===== config.mk =====
export PLATFORM = sky130hd
export DESIGN_NAME = lswap_ctrl
export DESIGN_NICKNAME = d
export VERILOG_FILES = /design/src/rtl/core/lswap_pkg.sv /design/src/rtl/core/lswap_ctrl.sv
export SDC_FILE = /design/constraint.sdc
export NUM_CORES = 1
export LEC_CHECK = 0
export BUFFER_PORTS_ARGS = -buffer_cell sky130_fd_sc_hd__buf_2
export CORE_ASPECT_RATIO = 1.25
export CORE_UTILIZATION = 41
export CTS_BUF_LIST = sky130_fd_sc_hd__clkbuf_8
export DETAILED_ROUTE_END_ITERATION = 8
export PLACE_DENSITY = 0.71
export SETUP_SLACK_MARGIN = 0.3
export SYNTH_ARGS = -nofsm -noshare
export SYNTH_HDL_FRONTEND = slang
export SYNTH_SLANG_ARGS = --single-unit
export TNS_END_PERCENT = 50

===== constraint.sdc =====
create_clock -name clk -period 3.1 [get_ports clk]
set_input_delay 0.465 -clock clk [delete_from_list [all_inputs] [get_ports clk]]
set_output_delay 0.465 -clock clk [all_outputs]
set_load 0.05 [all_outputs]

===== src/rtl/core/lswap_pkg.sv =====
// Shared types and constants of the LIFO stack with swap.
package lswap_pkg;

  localparam int WORD_W  = 32;
  localparam int INDEX_W = 8;

  // Request operation codes
  typedef enum logic [1:0] {
    OP_PUSH = 2'd0,
    OP_POP  = 2'd1,
    OP_PEEK = 2'd2,
    OP_SWAP = 2'd3
  } lswap_op_t;

  // Controller states
  typedef enum logic [1:0] {
    ST_IDLE,
    ST_READ,
    ST_WRITE2
  } lswap_state_t;

endpackage


===== src/rtl/core/lswap_ctrl.sv =====
// Request sequencer: fill count, range checks, memory access and result register.
module lswap_ctrl #(
  parameter int DEPTH = 256,
  parameter int AW    = 8,
  parameter int CW    = 9
) (
  input  logic                                clk,
  input  logic                                rst_n,
  input  logic                                start,
  output logic                                busy,
  input  logic [1:0]                          in_operation,
  input  logic signed [lswap_pkg::WORD_W-1:0] in_push_value,
  input  logic [lswap_pkg::INDEX_W-1:0]       in_first_index,
  input  logic [lswap_pkg::INDEX_W-1:0]       in_second_index,
  output logic                                out_strobe,
  output logic                                out_success,
  output logic signed [lswap_pkg::WORD_W-1:0] out_read_value,
  output logic                                out_now_empty,
  output logic                                rd_en,
  output logic [AW-1:0]                       rd_addr_a,
  output logic [AW-1:0]                       rd_addr_b,
  input  logic signed [lswap_pkg::WORD_W-1:0] rd_data_a,
  input  logic signed [lswap_pkg::WORD_W-1:0] rd_data_b,
  output logic                                wr_en,
  output logic [AW-1:0]                       wr_addr,
  output logic signed [lswap_pkg::WORD_W-1:0] wr_data
);

  localparam int CMPW = (CW > lswap_pkg::INDEX_W) ? CW : lswap_pkg::INDEX_W;

  lswap_pkg::lswap_state_t state_r, state_nxt;
  lswap_pkg::lswap_op_t    op_r, op_nxt;
  lswap_pkg::lswap_op_t    op_in;
  logic [CW-1:0]           fill_r, fill_nxt;
  logic [AW-1:0]           sa_r, sa_nxt;
  logic [AW-1:0]           sb_r, sb_nxt;
  logic                    out_strobe_r, out_strobe_nxt;
  logic                    out_success_r, out_success_nxt;
  logic signed [lswap_pkg::WORD_W-1:0] out_read_value_r, out_read_value_nxt;
  logic                    out_now_empty_r, out_now_empty_nxt;

  logic                    accept;
  logic                    is_empty;
  logic                    is_full;
  logic [CMPW-1:0]         fill_ext;
  logic [CMPW-1:0]         a_ext;
  logic [CMPW-1:0]         b_ext;
  logic [CMPW-1:0]         top_full;
  logic [CMPW-1:0]         sa_full;
  logic [CMPW-1:0]         sb_full;
  logic                    out_of_range;

  assign accept   = start && (state_r == lswap_pkg::ST_IDLE);
  assign op_in    = lswap_pkg::lswap_op_t'(in_operation);
  assign is_empty = (fill_r == '0);
  assign is_full  = (fill_r == CW'(DEPTH));

  // Positions from the top turned into slot addresses
  assign fill_ext     = CMPW'(fill_r);
  assign a_ext        = CMPW'(in_first_index);
  assign b_ext        = CMPW'(in_second_index);
  assign top_full     = fill_ext - CMPW'(1);
  assign sa_full      = top_full - a_ext;
  assign sb_full      = top_full - b_ext;
  assign out_of_range = (a_ext >= fill_ext) || (b_ext >= fill_ext);

  // Next state, memory access and result
  always_comb begin
    state_nxt          = state_r;
    op_nxt             = op_r;
    fill_nxt           = fill_r;
    sa_nxt             = sa_r;
    sb_nxt             = sb_r;
    out_strobe_nxt     = 1'b0;
    out_success_nxt    = out_success_r;
    out_read_value_nxt = out_read_value_r;
    out_now_empty_nxt  = out_now_empty_r;
    rd_en              = 1'b0;
    rd_addr_a          = top_full[AW-1:0];
    rd_addr_b          = top_full[AW-1:0];
    wr_en              = 1'b0;
    wr_addr            = fill_r[AW-1:0];
    wr_data            = in_push_value;

    unique case (state_r)
      lswap_pkg::ST_IDLE: begin
        if (accept) begin
          op_nxt             = op_in;
          out_read_value_nxt = '0;
          out_success_nxt    = 1'b0;
          unique case (op_in)
            lswap_pkg::OP_PUSH: begin
              out_strobe_nxt = 1'b1;
              if (!is_full) begin
                wr_en           = 1'b1;
                fill_nxt        = fill_r + CW'(1);
                out_success_nxt = 1'b1;
              end
              out_now_empty_nxt = (fill_nxt == '0);
            end
            lswap_pkg::OP_POP, lswap_pkg::OP_PEEK: begin
              if (is_empty) begin
                out_strobe_nxt    = 1'b1;
                out_now_empty_nxt = 1'b1;
              end else begin
                rd_en     = 1'b1;
                state_nxt = lswap_pkg::ST_READ;
                if (op_in == lswap_pkg::OP_POP) begin
                  fill_nxt = fill_r - CW'(1);
                end
              end
            end
            lswap_pkg::OP_SWAP: begin
              out_now_empty_nxt = is_empty;
              if (is_empty) begin
                out_strobe_nxt = 1'b1;
              end else if (in_first_index == in_second_index) begin
                out_strobe_nxt  = 1'b1;
                out_success_nxt = 1'b1;
              end else if (out_of_range) begin
                out_strobe_nxt = 1'b1;
              end else begin
                rd_en     = 1'b1;
                rd_addr_a = sa_full[AW-1:0];
                rd_addr_b = sb_full[AW-1:0];
                sa_nxt    = sa_full[AW-1:0];
                sb_nxt    = sb_full[AW-1:0];
                state_nxt = lswap_pkg::ST_READ;
              end
            end
            default: ;
          endcase
        end
      end
      lswap_pkg::ST_READ: begin
        if (op_r == lswap_pkg::OP_SWAP) begin
          // first half of the exchange
          wr_en     = 1'b1;
          wr_addr   = sa_r;
          wr_data   = rd_data_b;
          state_nxt = lswap_pkg::ST_WRITE2;
        end else begin
          // pop or peek: deliver the top word
          out_strobe_nxt     = 1'b1;
          out_success_nxt    = 1'b1;
          out_read_value_nxt = rd_data_a;
          out_now_empty_nxt  = is_empty;
          state_nxt          = lswap_pkg::ST_IDLE;
        end
      end
      lswap_pkg::ST_WRITE2: begin
        // second half of the exchange
        wr_en             = 1'b1;
        wr_addr           = sb_r;
        wr_data           = rd_data_a;
        out_strobe_nxt    = 1'b1;
        out_success_nxt   = 1'b1;
        out_now_empty_nxt = is_empty;
        state_nxt         = lswap_pkg::ST_IDLE;
      end
      default: state_nxt = lswap_pkg::ST_IDLE;
    endcase
  end

  // Control state
  always_ff @(posedge clk) begin
    if (!rst_n) begin
      state_r      <= lswap_pkg::ST_IDLE;
      fill_r       <= '0;
      out_strobe_r <= 1'b0;
    end else begin
      state_r      <= state_nxt;
      fill_r       <= fill_nxt;
      out_strobe_r <= out_strobe_nxt;
    end
  end

  // Payload and request context
  always_ff @(posedge clk) begin
    op_r             <= op_nxt;
    sa_r             <= sa_nxt;
    sb_r             <= sb_nxt;
    out_success_r    <= out_success_nxt;
    out_read_value_r <= out_read_value_nxt;
    out_now_empty_r  <= out_now_empty_nxt;
  end

  assign busy           = (state_r != lswap_pkg::ST_IDLE);
  assign out_strobe     = out_strobe_r;
  assign out_success    = out_success_r;
  assign out_read_value = out_read_value_r;
  assign out_now_empty  = out_now_empty_r;

endmodule


# Word-level counts from Yosys, hierarchy flattened
# Index checks and enable logic that the tools add are counted.
# op_classes
addsub	4
order_cmp	2
eq_ne	18
muxes	65
bitwise	3
reduce_logical	18
# ops
op	n
$pmux W32 S2	2
$mux W8	13
$mux W32	3
$mux W9	6
$mux W1	23
$ge A8 B9 Y1	2
$logic_not A9 Y1	2
$pmux W1 S3	6
$pmux W9 S2	1
$pmux W8 S2	1
$sub A8 B8 Y8	2
$ne A3 B3 Y1 const B	5
$mux W2	6
$reduce_and A6 Y1	2
$add A9 B1 Y9 const B	1
$eq A9 B9 Y1 const B	1
$sub A9 B1 Y9 const B	1
$eq A2 B2 Y1 const B	4
$eq A8 B8 Y1	1
$ne A2 B2 Y1 const B	4
$pmux W2 S2	2
$reduce_and A3 Y1	2
$reduce_bool A2 Y1	3
$reduce_and A5 Y1	1
other kinds (11)	16
# word_totals
reg_bits	64
input_bits	117
out_inout_bits	94
elab_cells	119

# Longest topological paths before layout
# Gate-level depths: netlist (run 1).
# logic_depth
word_depth	9
ltp_mapped	13
ltp_nobuf	12

# Worst setup path after synthesis (run 1)
# No wires, ideal clock.
# synth_path
path_kind	reg2out
startpoint	reg fill_r[0], in the netlist fill_ext[0]
endpoint	out rd_addr_a[7]
t_arrival_ns	3.195
required_ns	2.635
slack_ns	-0.560
stages_incl_launch_ff	12
path_buffers	1
path_cell_list	dfxtp_1 -> clkbuf_1 -> inv_1 -> ha_1 -> inv_1 -> ha_1 -> nor2b_1 -> o21ai_0 -> a21oi_1 -> o41a_1 -> xnor2_1 -> mux2i_1
# synth_between
elab_chain_cells	8
# synth_lines
element	line_no	rtl
start: declaration	lswap_ctrl.sv:34	logic [CW-1:0] fill_r, fill_nxt;
start signal: assignment	lswap_ctrl.sv:173	fill_r <= fill_nxt;
$sub A9 B1 Y9 / $ge A8 B9 Y1 (equally long branches)	-	
$sub A8 B8 Y8 / $logic_or A1 B1 Y1 (equally long branches)	lswap_ctrl.sv:63, lswap_ctrl.sv:65	
$mux W8	lswap_ctrl.sv:120	end else if (out_of_range) begin
$mux W8	lswap_ctrl.sv:117	end else if (in_first_index == in_second_index) begin
$mux W8	lswap_ctrl.sv:115	if (is_empty) begin
$mux W8	lswap_ctrl.sv:91	unique case (op_in)
$mux W8	lswap_ctrl.sv:87	if (accept) begin
$mux W8 *	lswap_ctrl.sv:85	unique case (state_r)
end: declaration	lswap_ctrl.sv:20	output logic [AW-1:0] rd_addr_a,
# Every way passes the cells marked *; elsewhere a longest branch is shown, timed or not.

# Worst setup path after layout (run 1)
# layout_path
startpoint	reg fill_r[0], in the netlist fill_ext[0]
endpoint	out rd_addr_b[5]
# layout_between
elab_chain_cells	8
# layout_lines
element	line_no	rtl
$sub A9 B1 Y9 / $ge A8 B9 Y1 (equally long branches)	-	
$sub A8 B8 Y8 / $logic_or A1 B1 Y1 (equally long branches)	lswap_ctrl.sv:64, lswap_ctrl.sv:65	
$mux W8	lswap_ctrl.sv:120	
$mux W8	lswap_ctrl.sv:117	
$mux W8	lswap_ctrl.sv:115	
$mux W8	lswap_ctrl.sv:91	
$mux W8	lswap_ctrl.sv:87	
$mux W8 *	lswap_ctrl.sv:85	
end: declaration	lswap_ctrl.sv:21	output logic [AW-1:0] rd_addr_b,
# Marks and branches as above.

==> results of run 1 <==
-- worst max-delay path by stage --
stage / slack, ns / end / cells after the start / start
after floorplan: 0.09 / rd_addr_a[7] / 11 / fill_ext[0]
after global placement: 0.03 / rd_addr_a[7] / 11 / fill_ext[1]
after detailed placement: -0.05 / rd_addr_a[7] / 11 / fill_ext[1]
after CTS: -0.21 / rd_addr_b[2] / 12 / fill_ext[0]
after global routing: -0.34 / rd_addr_b[7] / 13 / fill_ext[0]
final: -0.20 / rd_addr_b[5] / 11 / fill_ext[0]
-- area by class of cell --
| class | count | area, µm² | area share |
|---|---|---|---|
| flip-flops and latches | 64 | 1814 | 0.2396 |
| multi-input cells | 380 | 3251 | 0.4292 |
| clock inverters | 7 | 93.84 | 0.01239 |
| well taps | 164 | 205.2 | 0.02709 |
| repair buffers | 291 | 1924 | 0.2541 |
| clock buffers | 9 | 123.9 | 0.01636 |
| inverters | 43 | 161.4 | 0.02131 |
-- power groups by stage --
stage                     Clock, µW  Sequential, µW  Combinational, µW
final                           798            1070               2170
after global routing            848            1080               2300
after CTS                       818            1070               2120
after detailed placement          0            1090               1920
after global placement            0            1090               1880
after floorplan                   0            1310               1100
-- cell families (layout without fill, tap and decap cells) --
kind of cell               count (synthesis)  in the layout  share of synthesized area
DFF                                       64             64                     0.3539
and+or+nand+nor                          133            133                     0.1445
muxes                                     20             20                    0.04350
xor gates and xnor gates                  33             33                    0.05677
buffers and inverters                     79            350                    0.06193
adders and majority gates                 43             43                     0.1086
AOI/OAI and AO/OA                        151            151                     0.2308
-- cells in the mapped netlist, types with 2 or more instances --
| library cell | instances |
|---|---|
| nand2_1 | 24 |
| mux2_2 | 17 |
| and2_1 | 37 |
| dfxtp_1 | 12 |
| buf_6 | 2 |
| nor2_1 | 20 |
| o21a_1 | 3 |
| o21bai_1 | 2 |
| a31o_2 | 2 |
| nor3_1 | 11 |
| o2111ai_1 | 2 |
| nor4_1 | 4 |
| nand4_1 | 4 |
| fa_1 | 2 |
| or3_1 | 3 |
| xor2_1 | 13 |
| nand3_1 | 10 |
| nor3_4 | 2 |
| a31oi_1 | 2 |
| nor4b_1 | 2 |
| mux2i_1 | 3 |
| clkbuf_1 | 30 |
| o31ai_1 | 2 |
| buf_2 | 3 |
| edfxtp_1 | 52 |
| ha_1 | 41 |
| a21o_1 | 2 |
| a211oi_1 | 3 |
| o21ai_1 | 3 |
| xnor2_1 | 20 |
| a311oi_1 | 2 |
| a21oi_1 | 20 |
| o41a_1 | 2 |
| o41ai_1 | 2 |
| o21ai_0 | 13 |
| inv_1 | 43 |
| nor2b_1 | 7 |
| a22o_1 | 80 |
| and3_1 | 6 |
-- per-stage QoR --
| stage | hold slack (ns) | worst slack [ns] |
|---|---|---|
| floorplan | 0.4677 | 0.09445 |
| global placement | 0.4843 | 0.03220 |
| detailed placement | 0.4959 | -0.04624 |
| CTS | 0.3208 | -0.2081 |
| global route | 0.3260 | -0.3397 |
| finish | 0.3319 | -0.2033 |
-- sequential cells by signal, summed over array words and instances, names as in the netlist --
signal	flops
out_now_empty	1
out_read_value	32
state_r	2
out_strobe	1
op_r	2
fill_ext	9
sa_r	8
out_success	1
sb_r	8
-- per-layer routing --
metal | track usage | vias up | part of all wire
li1 | - | 2472 | -
met1 | 0.2740 | 2457 | 0.38
met2 | 0.4654 | 245 | 0.50
met3 | 0.06006 | 57 | 0.068
met4 | 0.1253 | 0 | 0.048
met5 | 0 | - | 0
-- timing repair --
action / CTS / global route
resized for setup: 81 / 17
gates cloned: 2 / 0
endpoints found under the setup margin: 21 / 32
pin swaps: 17 / 16
buffers inserted: 10 / 4
==> results.tsv, run 1 <==
metric	value	unit
die height	126.6	µm
routed wire length per instance	17.63	µm
Crit Path Class	flip-flop to primary output	
worst r2r src	fill_ext[0]	
Min Clock Period, post-route	3.303	ns
pins over their slew limit	0	
most used cell along the critical path	buf_6	
initial antenna violation count	0	
leakage	0.003490	µW
Layout area overhead	48.76	%
placed instance area	6847	µm²
Crit Path Max Fanout	6	
Inst Count DP	926	
Max rail drop VDD	0.4497	mV
cells on worst reg2reg path	12	
Final #Nets	949	
ANT cells	0	
sequential area share after synthesis	0.3539	
Bufs and invs on worst path	6	
Final Cycle Share	1.066	
Crit path max-delay family	buffers and inverters	
slowest CP cell	dfxtp_2	
num rows	45	
Finished Cell Area	7574	µm²
fin cells	958	
DR vias/cell	5.460	
CTS tree	built	
number of I/O pins	211	
deepest clock path buffer count	2	
Max Cap Viol	0	
IO Port Bufs	210	
failing checks	setup timing	
RSZ-0062 raised after global routing	yes	
core footprint	12110	µm²
gr usage total	0.2567	
final core utilization	0.6256	
Critical Path AT	2.84	ns
fmax	302.7	MHz
drc violations	0	
Pwr Density	532.9	nW/µm²
largest cells by area after synthesis	edfxtp_1, a22o_1, ha_1	
antenna-violating nets left	0	
vias in the first global route	5124	
Post-Synthesis Cells	523	
proportion of layout cells with a drive suffix above 1	0.4660	
Reg-to-Reg End	sb_r[6]	
commonest non-fill, non-tap cell in the layout	buf_2	
top cell type's share of synthesized area	0.3067	
Critical Path RT	2.63	ns
Slew HR	0.5951	
Worst-Skew Late Latency	0.35	ns
placer congestion estimate	0.8889	
vias	5231	
Post-Syn Area per Cell	9.734	µm²
Top FF cell, synth	edfxtp_1	
H-tree level count	3	
CTS root buffer	clkbuf_8	
largest net degree at the start of global routing	45	
Sink Count	64	
DR pass1 iterations	5	
YS warnings	0	
synth unique cells	54	
HP Start	in_operation[1]	
largest area contributor in the netlist	edfxtp_1	
outcome	complete, but fails checks	
hold depth	1	
Hold Path Sink	op_r[1]	
clock power share	0.198	
DPL Wire Length	12680	µm
CTS clk-pin slew, worst paths	0.08	ns
first-pass GRT wire length	25200	µm
CTS Hold Bufs	0	
initial core utilization	0.4206	
Setup TNS	-2.945	ns
Post-Synthesis Net Count	683	
total power	4036	µW
synthesized area	5091	µm²
clk_skew	0.01047	ns
cts bufs inserted	9	
Flop pwr share	0.266	
synthesis-stage register bit count	64	
Die ar.	12870	µm²
Hold WC Path Type	primary input to flip-flop	
Worst Max-Slew Pin Slew	0.6074	ns
Worst R2R Setup Slack	0.35	ns
drt first-iter violations	282	
Hold Fails Final Rpt	0	
Setup crit end kind	primary output	
Final WS setup	-0.2033	ns
switching component of the power	1708	µW
Setup-failing EPs final	16	
die width	101.7	µm
drt total wl	16890	µm
Post-synth ARST share	0	
global route overflow	0	
internal cell power	2328	µW
most frequent cells in the layout	buf_2, a22o_1, buf_4	
Post-synth EDFFs	52	
filler cell count	993	
worst-path cell chain	buf_6, buf_6, buf_4, ha_1, a221oi_2, a31oi_2, nor3_4, buf_6, buf_12, mux2_4, buf_8	
Critical Path Source Type	flip-flop	
Gate power share	0.536	
sw frac	0.4231	
Slowest Stage Delay on Critical Path	0.34	ns
(Power assumes the default switching activity.)
==> run 2: changes to the inputs <==
Settings changed: CELL_PAD_IN_SITES_DETAIL_PLACEMENT set to 1, CELL_PAD_IN_SITES_GLOBAL_PLACEMENT set to 2, CORE_UTILIZATION 41 to 26, PLACE_DENSITY 0.71 to 0.76.
Clock period 3.1 ns to 2.94 ns, I/O delays scaled along.
==> run 2 against run 1 <==
  * The run still ends with setup timing left
  * Worst hold slack got worse by 0.029 ns
  * Sequential power rose by 6%
  * Via count rose by 2.1%
  * Register-to-register slack improved by 0.02 ns
  * Critical path type unchanged
  * Combinational power rose by 14%
  * Largest power group unchanged
  * Clock skew rose by 0.0025 ns
  * Cell count rose by 13%
  * Power rose by 6.5%
  * Critical path depth rose by 3
==> results.tsv, run 2 (synthesis gave the netlist of run 1 again) <==
metric	value	unit	change
DR vias/cell	4.942		-9.5%
cts bufs inserted	9		unchanged
Crit Path Max Fanout	4		-2
Final Cycle Share	1.158		
Final #Nets	975		+2.7%
Min Clock Period, post-route	3.403	ns	
Sink Count	64		unchanged
Setup TNS	-6.951	ns	-4.006 ns
RSZ-0062 raised after global routing	yes		
die width	127.2	µm	+25%
placer congestion estimate	0.8361		-5.9%
proportion of layout cells with a drive suffix above 1	0.5232		+0.05718
Hold Fails Final Rpt	0		unchanged
vias	5342		+2.1%
Crit Path Class	flip-flop to primary output		
first-pass GRT wire length	32090	µm	+27%
final core utilization	0.4332		-0.1924
num rows	56		+24%
Worst Max-Slew Pin Slew	0.4797	ns	-0.1277 ns
Setup crit end kind	primary output		
drt total wl	21790	µm	+29%
Final WS setup	-0.4634	ns	-0.2601 ns
antenna-violating nets left	0		unchanged
most frequent cells in the layout	buf_2, buf_4, a22o_1		
number of I/O pins	211		unchanged
ANT cells	0		unchanged
failing checks	setup timing		
Pwr Density	522.4	nW/µm²	-2.0%
vias in the first global route	5692		+11%
CTS clk-pin slew, worst paths	0.08	ns	about the same
gr usage total	0.2118		-0.04488
H-tree level count	3		unchanged
initial core utilization	0.2681		-0.1524
initial antenna violation count	1		+1
largest net degree at the start of global routing	45		unchanged
DPL Wire Length	15940	µm	+26%
Die ar.	20150	µm²	+57%
Worst-Skew Late Latency	0.37	ns	+0.02 ns
hold depth	1		unchanged
internal cell power	2370	µW	+1.8%
pins over their slew limit	0		unchanged
CTS tree	built		
CTS root buffer	clkbuf_8		
Layout area overhead	61.56	%	
Flop pwr share	0.263		-0.003
Max rail drop VDD	0.2022	mV	-55%
global route overflow	0		unchanged
Critical Path AT	2.96	ns	+0.12 ns
filler cell count	2157		+120%
routed wire length per instance	20.16	µm	+14%
deepest clock path buffer count	2		unchanged
fmax	293.8	MHz	
Critical Path RT	2.50	ns	-0.13 ns
IO Port Bufs	210		unchanged
Gate power share	0.577		+0.041
leakage	0.003693	µW	+5.8%
die height	158.5	µm	+25%
Max Cap Viol	0		unchanged
cells on worst reg2reg path	13		+1
Largest register FFs	32		unchanged
sw frac	0.4484		+0.02531
drc violations	0		unchanged
switching component of the power	1927	µW	+13%
CTS Hold Bufs	0		unchanged
core footprint	18990	µm²	+57%
DR pass1 iterations	4		-1
Setup-failing EPs final	18		+2
outcome	complete, but fails checks		
clock power share	0.160		-0.038
commonest non-fill, non-tap cell in the layout	buf_2		
Critical Path Source Type	flip-flop		
clk_skew	0.01297	ns	+0.002498 ns
drt first-iter violations	181		-36%
Slew HR	0.6802		+0.08513
Hold WC Path Type	primary input to flip-flop		
==> run 2: through the flow <==
step,cells,power (µW),hold slack [ns],worst slack [ns],instance area [µm²]
finish,1081,4297,0.3024,-0.4634,8225
global route,1081,4496,0.3046,-0.5253,8225
CTS,1066,4202,0.2976,-0.4939,7965
detailed placement,1036,3297,0.5051,-0.2224,7239
global placement,1036,3256,0.4940,-0.2106,7239
floorplan,523,2560,0.4677,-0.01499,5369
==> run 2: worst paths after layout <==
path	startpoint	slack, ns	endpoint
setup / recovery	fill_ext[1]	-0.46	rd_addr_b[0]
setup reg to reg	fill_ext[1]	0.37	sa_r[4]
hold reg to reg	state_r[1]	0.49	state_r[1]
hold / removal	in_operation[1]	0.30	op_r[1]
==> run 2: repair_timing <==
action / in CTS / in global routing
buffers inserted: 12 / 14
gates cloned: 2 / 1
endpoints found under the setup margin: 34 / 59
gates resized for setup: 110 / 32
pin swaps: 20 / 22
==> run 2: final cells by class <==
class	count	area, µm²	share of cell area
clock buffers	9	123.9	0.01506
clock inverters	7	33.78	0.004107
inverters	43	183.9	0.02236
multi-input cells	380	3495	0.4249
flip-flops and latches	64	1819	0.2212
well taps	261	326.6	0.03970
repair buffers	317	2243	0.2727
==> run 2: power groups by stage <==
stage                     Combinational [µW]  Clock [µW]  Sequential (µW)
after floorplan                         1180           0             1380
after global placement                  2110           0             1150
after detailed placement                2150           0             1150
after CTS                               2370         701             1130
after global routing                    2620         739             1140
final                                   2480         688             1130
==> run 2: critical path, stage by stage (launching register included) <==
cell and delay, ns:
dfxtp_4 0.37, inv_6 0.04, buf_6 0.12, ha_4 0.25, nand4_1 0.23, nor2_1 0.20
a221oi_2 0.07, buf_4 0.16, a31oi_4 0.22, nor3_4 0.06, buf_6 0.13, buf_12 0.12
buf_16 0.14, mux2_4 0.31, buf_8 0.15
==> run 2: layer usage <==
metal  vias to the layer above  global-route usage  part of all wire
met5                         -                   0           0.00069
met3                        30             0.03831             0.057
met1                      2608              0.2463              0.41
li1                       2516                   -                 -
met2                       186              0.3912              0.51
met4                         2             0.06916             0.021
==> run 3: changes to the inputs <==
Settings changed: CORE_ASPECT_RATIO 1.25 to 0.7, SETUP_SLACK_MARGIN 0.3 to 0.5.
==> run 3 against run 2 <==
  * The run still ends with setup timing left
  * Wire length up 12%
  * First-iteration DRC count up 56%
  * Combinational power up 18%
  * Clock power up 8.7%
  * Via count up 5.3%
  * Worst hold slack better by 0.033 ns
==> results.tsv, run 3 (synthesis gave the netlist of run 1 again) <==
metric	value	unit	change
outcome	complete, but fails checks		
failing checks	setup timing		
most frequent cells in the layout	buf_2, buf_4, a22o_1		
Worst R2R Setup Slack	0.16	ns	-0.21 ns
drt total wl	24420	µm	+12%
largest net degree at the start of global routing	43		-4.4%
die width	169.3	µm	+33%
vias in the first global route	5719		+0.47%
Sink Count	64		unchanged
global route overflow	0		unchanged
drc violations	0		unchanged
Slew HR	0.6685		-0.01169
Layout area overhead	73.78	%	
Min Clock Period, post-route	3.368	ns	-0.03535 ns
Largest register FFs	32		unchanged
total power	4809	µW	+12%
Final WS setup	-0.4281	ns	+0.03535 ns
H-tree level count	3		unchanged
CTS clk-pin slew, worst paths	0.09	ns	about the same
vias	5623		+5.3%
Die ar.	20150	µm²	about the same
initial core utilization	0.2676		-0.0004938
Worst Max-Slew Pin Slew	0.4957	ns	+0.01600 ns
Crit Path Max Fanout	6		+2
antenna-violating nets left	0		unchanged
DR vias/cell	5.089		+3.0%
Final #Nets	995		+2.1%
Hold Path Sink	op_r[1]		
Worst-Skew Late Latency	0.37	ns	about the same
clk_skew	0.01517	ns	+0.002203 ns
HP Start	in_operation[1]		
Final Cycle Share	1.146		-0.01202
DR pass1 iterations	5		+1
CTS root buffer	clkbuf_8		
Max Cap Viol	0		unchanged
die height	119.1	µm	-25%
Pwr Density	543.5	nW/µm²	+4.0%
Max rail drop VDD	0.2206	mV	+9.1%
hold depth	1		unchanged
cts bufs inserted	9		unchanged
worst slack at placement	-0.2051	ns	+0.01730 ns
Critical Path RT	2.50	ns	about the same
Crit Path Class	flip-flop to primary output		
worst r2r src	fill_ext[0]		
first-pass GRT wire length	34530	µm	+7.6%
Setup TNS	-5.338	ns	+1.614 ns
cells on worst reg2reg path	12		-1
pins over their slew limit	0		unchanged
CTS Hold Bufs	0		unchanged
DPL Wire Length	16580	µm	+4.0%
RSZ-0062 raised after global routing	yes		
IO Port Bufs	210		unchanged
Reg-to-Reg End	sa_r[7]		
gr usage total	0.2281		+0.01623
placer congestion estimate	0.8937		+6.9%
Critical Path AT	2.93	ns	-0.03 ns
Hold WC Path Type	primary input to flip-flop		
fmax	296.9	MHz	+1.0%
core footprint	19020	µm²	+0.18%
proportion of layout cells with a drive suffix above 1	0.5738		+0.05064
leakage	0.003907	µW	+5.8%
Hold Fails Final Rpt	0		unchanged
Setup crit end kind	primary output		
WHS	0.3355	ns	+0.03306 ns
commonest non-fill, non-tap cell in the layout	buf_2		
number of I/O pins	211		unchanged
num rows	42		-25%
CTS tree	built		
Critical Path Source Type	flip-flop		
deepest clock path buffer count	2		unchanged
Setup-failing EPs final	17		-1
drt first-iter violations	283		+56%
initial antenna violation count	1		unchanged
routed wire length per instance	22.10	µm	+9.6%
## run 3: per-stage QoR
step                      instances  utilization  instance area, µm²
after detailed placement       1040       0.3814                7256
after global routing           1105       0.4651                8847
after global placement         1040       0.3814                7256
after CTS                      1085       0.4403                8376
final                          1105       0.4651                8847
after floorplan                 523            -                5436
## run 3: how the worst max path moves through the flow
stage	start	to	slack [ns]	depth (start not counted)
after floorplan	fill_ext[2]	rd_addr_a[7]	0.06	10
after detailed placement	in_second_index[3]	rd_addr_b[3]	-0.21	10
final	fill_ext[0]	rd_addr_a[7]	-0.43	11
after global routing	fill_ext[1]	rd_addr_a[7]	-0.50	12
after CTS	fill_ext[2]	rd_addr_b[7]	-0.30	13
after global placement	in_second_index[7]	rd_addr_b[4]	-0.13	10
## run 3: area by class of cell
| type | count | area, µm² |
|---|---|---|
| multi-input cells | 382 | 3684 |
| clock buffers | 10 | 137.6 |
| fillers | 2111 | 10180 |
| inverters | 43 | 196.4 |
| clock inverters | 6 | 45.04 |
| flip-flops and latches | 64 | 1827 |
| repair buffers | 335 | 2625 |
| diodes | 1 | 2.502 |
| well taps | 264 | 330.3 |
## run 3: metal layers
| layer | track usage | vias to the layer above | wire length [µm] |
|---|---|---|---|
| li1 | - | 2578 | - |
| met2 | 0.3814 | 222 | 11940 |
| met3 | 0.04221 | 33 | 1402 |
| met4 | 0.04955 | 0 | 476 |
| met5 | 0 | - | 0 |
| met1 | 0.3045 | 2790 | 10600 |
## run 3: where the power goes
part	total, µW	internal [µW]	switching [µW]
clock network	748	330	418
logic	2920	1240	1680
registers	1140	1100	36.7
## run 3: what timing repair did
item                       4_1_cts  5_1_grt
pin swaps                       48       57
resized for setup              163       75
cloned                           7        0
setup endpoints to repair       75       74
setup buffers                   22       19
## run 3: worst max-delay path: stages (launching register included)
cell,delay [ns]
dfxtp_4,0.43
inv_6,0.07
ha_4,0.30
inv_8,0.05
ha_4,0.20
nor2b_4,0.13
o21ai_2,0.21
a21oi_2,0.10
o41a_1,0.45
xnor2_2,0.30
mux2i_4,0.13
buf_6,0.17
